**src/sv/srfp_pkg.sv**
```systemverilog
package srfp_pkg;

  localparam int SERVO_COUNT = 4;
  localparam int TABLE_SLOTS = 4;
  localparam int SEARCH_SLOTS = (SERVO_COUNT < TABLE_SLOTS) ? SERVO_COUNT : TABLE_SLOTS;
  localparam int SERVO_IDX_W = 2;
  localparam int CFG_INDEX_W = 8;
  localparam int CFG_DATA_W = 32;

  localparam logic [1:0] OP_RX_BYTE = 2'd0;
  localparam logic [1:0] OP_TX_DONE = 2'd1;
  localparam logic [1:0] OP_READ_REQ = 2'd2;

  localparam logic [1:0] RES_ACCEPTED = 2'd0;
  localparam logic [1:0] RES_ECHO = 2'd1;
  localparam logic [1:0] RES_CHECKSUM = 2'd2;
  localparam logic [1:0] RES_UNKNOWN_ID = 2'd3;

  localparam logic [CFG_INDEX_W-1:0] REG_SERVO_ID_TABLE = 8'd0;
  localparam logic [CFG_INDEX_W-1:0] REG_POSITION_ADDR = 8'd1;

  localparam logic [7:0] HEADER_BYTE = 8'hFF;
  localparam logic [7:0] POSITION_ADDR_RESET = 8'd56;
  localparam logic [15:0] FAILURE_MAX = 16'hFFFF;

  typedef struct packed {
    logic [1:0] op;
    logic [7:0] rx_byte;
    logic [7:0] read_address;
  } in_item_t;

  typedef struct packed {
    logic [1:0]  frame_result;
    logic [1:0]  servo_index;
    logic [7:0]  servo_status;
    logic [15:0] present_position;
    logic        position_updated;
    logic [15:0] checksum_failures;
  } out_item_t;

  typedef struct packed {
    logic                   en;
    logic [CFG_INDEX_W-1:0] index;
    logic [CFG_DATA_W-1:0]  data;
  } cfg_write_t;

endpackage

```
**src/sv/srfp_core.sv**
```systemverilog
module srfp_core (
  input  logic                clk,
  input  logic                rst_n,
  input  srfp_pkg::cfg_write_t cfg_wr,
  input  srfp_pkg::in_item_t  item,
  input  logic                item_valid,
  input  logic                go,
  output logic                emit,
  output srfp_pkg::out_item_t result
);

  localparam logic [2:0] PH_HUNT   = 3'd0;
  localparam logic [2:0] PH_ID     = 3'd1;
  localparam logic [2:0] PH_LEN    = 3'd2;
  localparam logic [2:0] PH_STATUS = 3'd3;
  localparam logic [2:0] PH_PARAM  = 3'd4;
  localparam logic [2:0] PH_CHECK  = 3'd5;

  logic [31:0] id_table_r;
  logic [7:0]  pos_addr_r;

  logic [2:0]  phase_r, phase_nxt;
  logic        prev_ff_r, prev_ff_nxt;
  logic [7:0]  frame_id_r, frame_id_nxt;
  logic [7:0]  frame_len_r, frame_len_nxt;
  logic [7:0]  offset_r, offset_nxt;
  logic [7:0]  sum_r, sum_nxt;
  logic [7:0]  status_r, status_nxt;
  logic [15:0] cap_pos_r, cap_pos_nxt;
  logic        pos_seen_r, pos_seen_nxt;
  logic        echo_r, echo_nxt;
  logic [7:0]  read_addr_r, read_addr_nxt;
  logic [15:0] fail_cnt_r, fail_cnt_nxt;

  localparam int SERVO_IDX_W_L = srfp_pkg::SERVO_IDX_W;

  logic [7:0]  param_cnt;
  logic [8:0]  param_addr;
  logic [8:0]  target_lo;
  logic [8:0]  target_hi;
  logic [7:0]  offset_inc;
  logic        hit_found;
  logic [SERVO_IDX_W_L-1:0] hit_idx;

  assign param_cnt  = (frame_len_r >= 8'd2) ? (frame_len_r - 8'd2) : 8'd0;
  assign param_addr = {1'b0, read_addr_r} + {1'b0, offset_r};
  assign target_lo  = {1'b0, pos_addr_r};
  assign target_hi  = {1'b0, pos_addr_r} + 9'd1;
  assign offset_inc = offset_r + 8'd1;

  always_comb begin
    hit_found = 1'b0;
    hit_idx   = '0;
    for (int i = srfp_pkg::SEARCH_SLOTS - 1; i >= 0; i--) begin
      if (id_table_r[8*i +: 8] == frame_id_r) begin
        hit_found = 1'b1;
        hit_idx   = SERVO_IDX_W_L'(i);
      end
    end
  end

  assign emit = item_valid && (item.op == srfp_pkg::OP_RX_BYTE) && (phase_r == PH_CHECK);

  always_comb begin
    phase_nxt     = phase_r;
    prev_ff_nxt   = prev_ff_r;
    frame_id_nxt  = frame_id_r;
    frame_len_nxt = frame_len_r;
    offset_nxt    = offset_r;
    sum_nxt       = sum_r;
    status_nxt    = status_r;
    cap_pos_nxt   = cap_pos_r;
    pos_seen_nxt  = pos_seen_r;
    echo_nxt      = echo_r;
    read_addr_nxt = read_addr_r;
    fail_cnt_nxt  = fail_cnt_r;

    result.frame_result      = srfp_pkg::RES_ACCEPTED;
    result.servo_index       = '0;
    result.servo_status      = status_r;
    result.present_position  = '0;
    result.position_updated  = 1'b0;
    result.checksum_failures = fail_cnt_r;

    case (item.op)
      srfp_pkg::OP_TX_DONE: begin
        echo_nxt = 1'b1;
      end
      srfp_pkg::OP_READ_REQ: begin
        read_addr_nxt = item.read_address;
      end
      srfp_pkg::OP_RX_BYTE: begin
        case (phase_r)
          PH_HUNT: begin
            if (item.rx_byte == srfp_pkg::HEADER_BYTE && prev_ff_r) begin
              prev_ff_nxt = 1'b0;
              phase_nxt   = PH_ID;
            end else begin
              prev_ff_nxt = (item.rx_byte == srfp_pkg::HEADER_BYTE);
            end
          end
          PH_ID: begin
            frame_id_nxt = item.rx_byte;
            sum_nxt      = item.rx_byte;
            phase_nxt    = PH_LEN;
          end
          PH_LEN: begin
            frame_len_nxt = item.rx_byte;
            sum_nxt       = sum_r + item.rx_byte;
            phase_nxt     = PH_STATUS;
          end
          PH_STATUS: begin
            status_nxt   = item.rx_byte;
            sum_nxt      = sum_r + item.rx_byte;
            offset_nxt   = '0;
            cap_pos_nxt  = '0;
            pos_seen_nxt = 1'b0;
            phase_nxt    = (param_cnt != 8'd0) ? PH_PARAM : PH_CHECK;
          end
          PH_PARAM: begin
            sum_nxt = sum_r + item.rx_byte;
            if (param_addr == target_lo &&
                ({1'b0, offset_r} + 9'd2) <= {1'b0, param_cnt}) begin
              cap_pos_nxt = {cap_pos_r[15:8], item.rx_byte};
            end else if (offset_r != 8'd0 && param_addr == target_hi &&
                         ({1'b0, offset_r} + 9'd1) <= {1'b0, param_cnt}) begin
              cap_pos_nxt  = {item.rx_byte, cap_pos_r[7:0]};
              pos_seen_nxt = 1'b1;
            end
            offset_nxt = offset_inc;
            if (offset_inc >= param_cnt) begin
              phase_nxt = PH_CHECK;
            end
          end
          PH_CHECK: begin
            if (~sum_r != item.rx_byte) begin
              result.frame_result = srfp_pkg::RES_CHECKSUM;
              if (fail_cnt_r != srfp_pkg::FAILURE_MAX) begin
                fail_cnt_nxt = fail_cnt_r + 16'd1;
              end
            end else if (echo_r) begin
              result.frame_result = srfp_pkg::RES_ECHO;
            end else if (!hit_found) begin
              result.frame_result = srfp_pkg::RES_UNKNOWN_ID;
            end else begin
              result.frame_result = srfp_pkg::RES_ACCEPTED;
              result.servo_index  = hit_idx;
              if (pos_seen_r) begin
                result.present_position = cap_pos_r;
                result.position_updated = 1'b1;
              end
            end
            result.checksum_failures = fail_cnt_nxt;
            echo_nxt  = 1'b0;
            phase_nxt = PH_HUNT;
          end
          default: begin
            phase_nxt = PH_HUNT;
          end
        endcase
      end
      default: begin
      end
    endcase
  end

  always_ff @(posedge clk) begin
    if (!rst_n) begin
      id_table_r  <= '0;
      pos_addr_r  <= srfp_pkg::POSITION_ADDR_RESET;
      phase_r     <= PH_HUNT;
      prev_ff_r   <= 1'b0;
      frame_id_r  <= '0;
      frame_len_r <= '0;
      offset_r    <= '0;
      sum_r       <= '0;
      status_r    <= '0;
      cap_pos_r   <= '0;
      pos_seen_r  <= 1'b0;
      echo_r      <= 1'b0;
      read_addr_r <= '0;
      fail_cnt_r  <= '0;
    end else begin
      if (cfg_wr.en) begin
        if (cfg_wr.index == srfp_pkg::REG_SERVO_ID_TABLE) begin
          id_table_r <= cfg_wr.data;
        end else if (cfg_wr.index == srfp_pkg::REG_POSITION_ADDR) begin
          pos_addr_r <= cfg_wr.data[7:0];
        end
      end
      if (go) begin
        phase_r     <= phase_nxt;
        prev_ff_r   <= prev_ff_nxt;
        frame_id_r  <= frame_id_nxt;
        frame_len_r <= frame_len_nxt;
        offset_r    <= offset_nxt;
        sum_r       <= sum_nxt;
        status_r    <= status_nxt;
        cap_pos_r   <= cap_pos_nxt;
        pos_seen_r  <= pos_seen_nxt;
        echo_r      <= echo_nxt;
        read_addr_r <= read_addr_nxt;
        fail_cnt_r  <= fail_cnt_nxt;
      end
    end
  end

endmodule

```
**src/sv/servo_reply_frame_parser_unit.sv**
```systemverilog
// Reply frame parser for half-duplex serial servos.
// in_item carries one event per transfer: a received bus byte, a transmit
// notice that arms echo suppression, or the start address of a read request.
// out_item carries one result per completed frame (checksum byte taken):
// the frame verdict, matched table index, status byte, position word when
// the reply covered it, and the saturating checksum failure count.
// cfg_* writes register 0 (four packed servo ids) or register 1 (address of
// the present-position low byte); cfg_ready is always high. Write only idle.
// An item taken waits in the single input register; the parser then consumes
// it and registers any frame result in the output register. Throughput: one
// item per cycle, unless a frame-completing item meets a held result.
// When the receiver stalls, the output register holds; an item that completes
// a frame then waits in the input register, and in_ready drops once that
// register is full. Items that give no result keep flowing past a held result.
// Synchronous reset clears the parser to header hunt, ids to zero, the
// position address to 56 and the failure count to zero; both channels empty.
module servo_reply_frame_parser_unit (
  input  logic                 clk,
  input  logic                 rst_n,
  input  logic                 in_valid,
  output logic                 in_ready,
  input  srfp_pkg::in_item_t   in_item,
  output logic                 out_valid,
  input  logic                 out_ready,
  output srfp_pkg::out_item_t  out_item,
  input  logic                 cfg_valid,
  output logic                 cfg_ready,
  input  logic [srfp_pkg::CFG_INDEX_W-1:0] cfg_index,
  input  logic [srfp_pkg::CFG_DATA_W-1:0]  cfg_data
);

  srfp_pkg::in_item_t   s1_item_r;
  logic                 s1_valid_r, s1_valid_nxt;
  srfp_pkg::out_item_t  out_item_r;
  logic                 out_valid_r, out_valid_nxt;
  srfp_pkg::out_item_t  core_result;
  srfp_pkg::cfg_write_t cfg_wr;
  logic                 core_emit;
  logic                 out_free;
  logic                 s1_go;

  assign cfg_ready    = 1'b1;
  assign cfg_wr.en    = cfg_valid;
  assign cfg_wr.index = cfg_index;
  assign cfg_wr.data  = cfg_data;

  assign out_free = !out_valid_r || out_ready;
  assign s1_go    = s1_valid_r && (!core_emit || out_free);
  assign in_ready = !s1_valid_r || s1_go;

  srfp_core u_core (
    .clk        (clk),
    .rst_n      (rst_n),
    .cfg_wr     (cfg_wr),
    .item       (s1_item_r),
    .item_valid (s1_valid_r),
    .go         (s1_go),
    .emit       (core_emit),
    .result     (core_result)
  );

  always_comb begin
    s1_valid_nxt = s1_valid_r;
    if (in_valid && in_ready) begin
      s1_valid_nxt = 1'b1;
    end else if (s1_go) begin
      s1_valid_nxt = 1'b0;
    end
    out_valid_nxt = out_valid_r;
    if (s1_go && core_emit) begin
      out_valid_nxt = 1'b1;
    end else if (out_ready) begin
      out_valid_nxt = 1'b0;
    end
  end

  always_ff @(posedge clk) begin
    if (!rst_n) begin
      s1_valid_r  <= 1'b0;
      out_valid_r <= 1'b0;
    end else begin
      s1_valid_r  <= s1_valid_nxt;
      out_valid_r <= out_valid_nxt;
    end
  end

  always_ff @(posedge clk) begin
    if (in_valid && in_ready) begin
      s1_item_r <= in_item;
    end
    if (s1_go && core_emit) begin
      out_item_r <= core_result;
    end
  end

  assign out_valid = out_valid_r;
  assign out_item  = out_item_r;

  a_s1_hold: assert property (@(posedge clk) disable iff (!rst_n)
    (s1_valid_r && !s1_go) |=> (s1_valid_r && $stable(s1_item_r)))
    else $error("input stage lost a stalled item");

  a_emit_needs_room: assert property (@(posedge clk) disable iff (!rst_n)
    (s1_go && core_emit) |-> out_free)
    else $error("result overwrote an untaken result");

  a_pos_only_accepted: assert property (@(posedge clk) disable iff (!rst_n)
    (out_valid_r && out_item_r.position_updated) |->
      (out_item_r.frame_result == srfp_pkg::RES_ACCEPTED))
    else $error("position reported for a rejected frame");

  a_reject_clean: assert property (@(posedge clk) disable iff (!rst_n)
    (out_valid_r && out_item_r.frame_result != srfp_pkg::RES_ACCEPTED) |->
      (out_item_r.servo_index == '0 && out_item_r.present_position == '0))
    else $error("rejected frame carries index or position");

  a_fail_count: assert property (@(posedge clk) disable iff (!rst_n)
    (out_valid_r && out_item_r.frame_result == srfp_pkg::RES_CHECKSUM) |->
      (out_item_r.checksum_failures != '0))
    else $error("checksum error without failure count");

endmodule
```
**config.mk**
```make
export PLATFORM = sky130hd
export DESIGN_NAME = servo_reply_frame_parser_unit
export DESIGN_NICKNAME = d
export VERILOG_FILES = /design/src/sv/srfp_pkg.sv /design/src/sv/srfp_core.sv /design/src/sv/servo_reply_frame_parser_unit.sv
export SDC_FILE = /design/constraint.sdc
export NUM_CORES = 1
export LEC_CHECK = 0
export ABC_AREA = 0
export BUFFER_PORTS_ARGS = -buffer_cell sky130_fd_sc_hd__buf_2
export CORE_MARGIN = 5
export CORE_UTILIZATION = 59
export DETAILED_ROUTE_END_ITERATION = 10
export PLACE_DENSITY = 0.85
export RECOVER_POWER = 100
export SYNTH_ARGS = -nofsm -noshare
export SYNTH_HDL_FRONTEND = slang
export SYNTH_SLANG_ARGS = --single-unit
```
**constraint.sdc**
```tcl
create_clock -name clk -period 4.6 [get_ports clk]
set_clock_uncertainty 0.1 [all_clocks]
set_input_delay 0.92 -clock clk [delete_from_list [all_inputs] [get_ports clk]]
set_output_delay 0.92 -clock clk [all_outputs]
set_load 0.03 [all_outputs]
```
; ---- Word level (Yosys, flattened, before mapping)
; Cells that the tools add are included.
[totals]
regBits = 191
output_inout_bits = 48
elab_cells = 150
in_bits = 63
[op_classes]
addsub = 8
bitwise_logic = 6
n_eq_ne = 23
magnitude_cmp = 4
n_reduce_logical = 46
n_mux = 35
[ops]
columns = operator, n
row1 = 16-bit 2-to-1 mux, 6
row2 = 8-bit == test, 4
row3 = 16-bit case mux with 2 select lines, 1
row4 = 8-bit case mux with 2 select lines, 2
row5 = 3-bit AND reduction, 9
row6 = "8-bit by 1-bit adder with 9-bit output, second input constant", 2
row7 = 9-bit by 8-bit <= comparator with 1-bit output, 2
row8 = "16-bit by 1-bit adder with 16-bit output, second input constant", 1
row9 = "16-bit inequality test, second input constant", 1
row10 = 8-bit nonzero test, 2
row11 = 1-bit 2-to-1 mux, 15
row12 = 3-bit case mux with 5 select lines, 1
row13 = 6-bit OR reduction, 2
row14 = 2-bit 2-to-1 mux, 5
row15 = 2-bit nonzero test, 5
row16 = "8-bit by 2-bit adder with 9-bit output, second input constant", 1
row17 = 8-bit by 8-bit adder with 9-bit output, 1
row18 = 9-bit by 8-bit == test with 1-bit output, 1
row19 = 9-bit == test, 1
row20 = 1-bit logical AND, 9
row21 = "8-bit by 1-bit adder with 8-bit output, second input constant", 1
row22 = 8-bit adder, 1
row23 = "8-bit by 1-bit == test with 1-bit output, second input constant", 1
row24 = "8-bit == test, second input constant", 1
row25 = 27 further kinds, 47

; ---- Longest topological paths before layout
[logic_depth]
depth_word = 9
mapped_depth = 14
depth_no_buf = 13

; ---- Hierarchy
; Synthesis repeated with hierarchy kept, for this count alone.
[unflattened]
cells_unflattened = 1011
hier_area_um2 = 9509.1
[modules_own_cells]
columns = mod, area_each_um2, cells_per_inst, seq_area_each_um2, n_inst
row1 = srfp_core, 7488.4, 934, 2522.4, 1
row2 = servo_reply_frame_parser_unit, 2020.7, 77, 1931.9, 1

; ---- Worst setup path before layout
; Ideal clock, no wire load.
[synth_path]
kind = register to register
from = register u_core.frame_len_r[1]
to = register u_core.cap_pos_r[10]
required_time_ns = 4.428
period_less_slack_ns = 3.235
stages_incl_launch_ff = 15
path_slack_ns = 1.365
path_buffers = 1
t_arrival_ns = 3.064
setup_ns = 0.072
path_cell_list = dfxtp_1 inv_1 ha_1 nand2_1 nor3_1 nand2_1 mux2_2 ha_1 nand4_1 or4b_2 o21ai_0 o311ai_0 a2111oi_1 buf_4 mux2i_1
[synth_between]
elab_chain_cells = 6
word_cells_on_any_way = 10
classes_between = 1 x add/sub / 3 x order compare / 2 x eq/ne / 1 x mux / 3 x reduce/logical
[synth_lines]
columns = item, line_no
row1 = "start, declared", srfp_core.sv:25  ; logic [7:0] frame_len_r, frame_len_nxt;
row2 = "start signal, assigned", srfp_core.sv:195  ; frame_len_r <= frame_len_nxt;
row3 = 8-bit by 2-bit subtractor with 8-bit output / 8-bit by 2-bit greater-or-equal comparator with 1-bit output (equally long branches), srfp_core.sv:45  ; assign param_cnt = (frame_len_r >= 8'd2) ? (frame_len_r - 8'd2) : 8'd0;
row4 = 8-bit 2-to-1 mux *, srfp_core.sv:45
row5 = 9-bit by 8-bit <= comparator with 1-bit output (on tied branches), "srfp_core.sv:123, srfp_core.sv:126"
row6 = 1-bit logical AND (on tied branches), "srfp_core.sv:122, srfp_core.sv:125"
row7 = 2-bit inequality test (no line) / 2-bit by 1-bit inequality test with 1-bit output (equally long branches), n/a
row8 = 5-bit AND reduction (no line) *, n/a
row9 = "end signal, assigned", srfp_core.sv:199  ; cap_pos_r <= cap_pos_nxt;
row10 = "end, declared", srfp_core.sv:29  ; logic [15:0] cap_pos_r, cap_pos_nxt;
; Mark *: on every way between the ends. The rest lies on a longest branch, timed or not.
; A chain may end at the register's enable or synchronous reset.

; ---- Final worst setup path
[layout_path]
from = register u_core.offset_r[0]
to = register u_core.cap_pos_r[6]
[layout_between]
elab_chain_cells = 5
word_cells_on_any_way = 9
classes_between = 2 x add/sub / 1 x order compare / 2 x eq/ne / 2 x mux / 2 x reduce/logical
[layout_lines]
columns = item, line_no
row1 = "start, declared", srfp_core.sv:26  ; logic [7:0] offset_r, offset_nxt;
row2 = "start signal, assigned", srfp_core.sv:196  ; offset_r <= offset_nxt;
row3 = 8-bit by 2-bit adder with 9-bit output / 8-bit by 8-bit adder with 9-bit output (equally long branches), "srfp_core.sv:123, srfp_core.sv:46"
row4 = 9-bit by 8-bit <= comparator with 1-bit output / 9-bit by 8-bit == test with 1-bit output (equally long branches), "srfp_core.sv:123, srfp_core.sv:122"
row5 = 1-bit logical AND *, srfp_core.sv:122  ; if (param_addr == target_lo &&
row6 = 2-bit by 1-bit inequality test with 1-bit output (no line) / 16-bit 2-to-1 mux (equally long branches), n/a
row7 = 4-bit AND reduction (no line) / 16-bit case mux with 2 select lines (equally long branches), n/a
; Mark *: on every way between the ends. The rest lies on a longest branch, timed or not. The select of a mux whose other input is x is not followed.

==> results_dict.tcl <==
set metrics [dict create \
    vdd_drop_max_uv 255 \
    power_density_mw_per_mm2 304 \
    die_h_um 137 \
    synth_top_area_cell "dfxtp_1" \
    final_cell_mix "nand2_1, dfxtp_1, nor2_1" \
    viasPerCell 5.60 \
    yosys_warnings 0 \
    synth_cells 1027 \
    required_ns 4.85 \
    grt_max_degree 70 \
    syn_avg_cell_area_um2 9.24 \
    fin_crit_sh 0.812 \
    fill_cells 1250 \
    core_area_mm2 0.0158 \
    syn_area_mm2 0.00949 \
    slew_headroom -0.203 \
    crit_arrival_ns 3.98 \
    cts_resized 0 \
    wirelength_um 20700 \
    outcome "finished with violations" \
    nets 1207 \
    seq_area_frac_synth 0.469 \
    synthArstFlopShare 0 \
    layout_commonest_cell "nand2_1" \
    worst_setup_path_start_kind "register" \
    synthDominantCellAreaShare 0.270 \
    fin_util 0.670 \
    grtUsageTotal 0.229 \
    period_needed_ns 3.74 \
    gp_congestion 0.889 \
    total_power_mw 3.22 \
    route.antenna.remaining_nets 0 \
    antenna_found_initial 0 \
    wl_per_cell_um 15.5 \
    dieArea_mm2 0.0187 \
    stdcell_count 1334 \
    grt_pass1_vias 7078 \
    grt_pass1_wl_um 34200 \
    clock_path_buffers 2 \
    htreeDepth 4 \
    synth-edff-count 63 \
    cts-root-buf "clkbuf_16" \
    clock.fmax_ghz 0.268 \
    firstDrtPassIters 5 \
    post_cts_buffers 0 \
    p_leak_nw 4.07 \
    fin_setup_tns_ns 0 \
    syn-num-nets 1129 \
    ios 111 \
    start_util 0.600 \
    syn_to_final_growth_pct 11.7 \
    finalMaxSlewViolations 33 \
    placedCellCount 1302 \
    hold_path_class "register to register" \
    clkTransAtPathRegs_ns 0.07 \
    cp-end-kind "register" \
    num_rows 46 \
    drive_gt1_frac 0.0993 \
    hold_buffers 0 \
    maxCapViolCount 1 \
    setup_viol 0 \
    rsz0062_at_grt "false" \
    place_area_mm2 0.0101 \
    design_area_mm2 0.0106 \
    dpl.hpwl_um 14700 \
    timing.hold.ws_ns 0.331 \
    multi_input_comb_area_mm2 0.00474 \
    dieWidth_um 137 \
    vias 7465 \
    drc 0 \
    dp_slack_ns 1.03 \
    seq_area_mm2 0.00445 \
    crit_fanout 9 \
    synth_cell_types 68 \
    antenna_cells 0 \
    ys_ff_latch 191 \
    worst_slew_pin_slew_ns 1.80 \
    portBuffers 109 \
    clkLatencyLatePin_ns 0.44 \
    setup_ws_ns 0.864 \
    tritoncts "yes" \
    synth_area_leaders "dfxtp_1, edfxtp_1, nand2_1, mux2i_1, ha_1" \
    worst-setup-path-type "register to register" \
    grt_overflow 0 \
    violations "max-capacitance violations, max-slew violations" \
    numCtsBuffers 17 \
    drt_iter0_markers 619 \
    cts_sinks 191 \
    ys.flop_type "dfxtp_1" \
    timing_hold_violations_final 0 \
]
where the power goes:
part	internal (mW)	switching (mW)
combinational	0.0402	0.0588
sequential	1.75	0.0229
clock	0.699	0.653
total	2.49	0.735
final cells by class:
cell class | instances | area share
tap | 216 | 0.0255
clock buffer | 18 | 0.0405
sequential | 191 | 0.420
timing repair buffer | 116 | 0.0494
inverter | 20 | 0.00708
multi-input combinational | 759 | 0.447
clock inverter | 14 | 0.0105
per-layer routing:
metal | track usage | up-vias | part of all wire
li1 | - | 3713 | -
met1 | 0.304 | 3452 | 0.45
met2 | 0.367 | 260 | 0.46
met5 | 0 | - | 0
met4 | 0.0798 | 0 | 0.022
met3 | 0.0570 | 40 | 0.068
cell families (layout without fill, tap and decap cells):
logic type,count (synthesis),in the layout,synth area share
AND/OR/NAND/NOR,423,423,0.205
AO/OA/AOI/OAI,154,154,0.0986
flip-flops,191,191,0.469
adder cells (fa/ha/maj),39,39,0.0530
multiplexers,54,54,0.0573
other,1,1,0.000395
buffers and inverters,77,168,0.0319
XOR/XNOR,88,88,0.0846
final timing paths:
path	from	to	slack, ns	cells past startpoint
worst max register to register	u_core.offset_r[0]	u_core.cap_pos_r[6]	0.86	10
worst max-delay path	u_core.offset_r[0]	u_core.cap_pos_r[6]	0.86	10
worst min-delay path	u_core.status_r[1]	out_item[34]	0.33	0
worst min register to register	u_core.status_r[1]	out_item[34]	0.33	0
state kept, by name, summed over array words and instances, names as in the netlist:
name	cells
u_core.fail_cnt_r	16
u_core.cap_pos_r	16
out_valid	1
u_core.pos_addr_r	8
s1_item_r	18
u_core.pos_seen_r	1
u_core.frame_id_r	8
u_core.echo_r	1
s1_valid_r	1
u_core.frame_len_r	8
u_core.phase_r	3
out_item	45
u_core.offset_r	8
u_core.sum_r	8
u_core.read_addr_r	8
u_core.status_r	8
u_core.id_table_r	32
u_core.prev_ff_r	1
synth_stat cells (10+ instances only):
| library cell | instances |
|---|---|
| a21oi_1 | 74 |
| and2_1 | 20 |
| and3_1 | 10 |
| clkbuf_1 | 49 |
| dfxtp_1 | 128 |
| edfxtp_1 | 63 |
| ha_1 | 37 |
| inv_1 | 19 |
| mux2i_1 | 51 |
| nand2_1 | 171 |
| nand3_1 | 32 |
| nand4_1 | 14 |
| nor2_1 | 110 |
| nor3_1 | 15 |
| nor4_1 | 10 |
| o21ai_0 | 30 |
| xnor2_1 | 43 |
| xor2_1 | 43 |
critical path: stages (launching register included):
cell and delay (ns):
dfxtp_1 0.52, ha_1 0.27, inv_1 0.08, fa_1 0.40
nor2b_1 0.18, o2111ai_1 0.21, a31oi_1 0.31, a211o_1 0.16
nand4_1 0.31, nor3_2 0.81, mux2i_1 0.30
No activity file was read; power rests on OpenSTA's default activity.
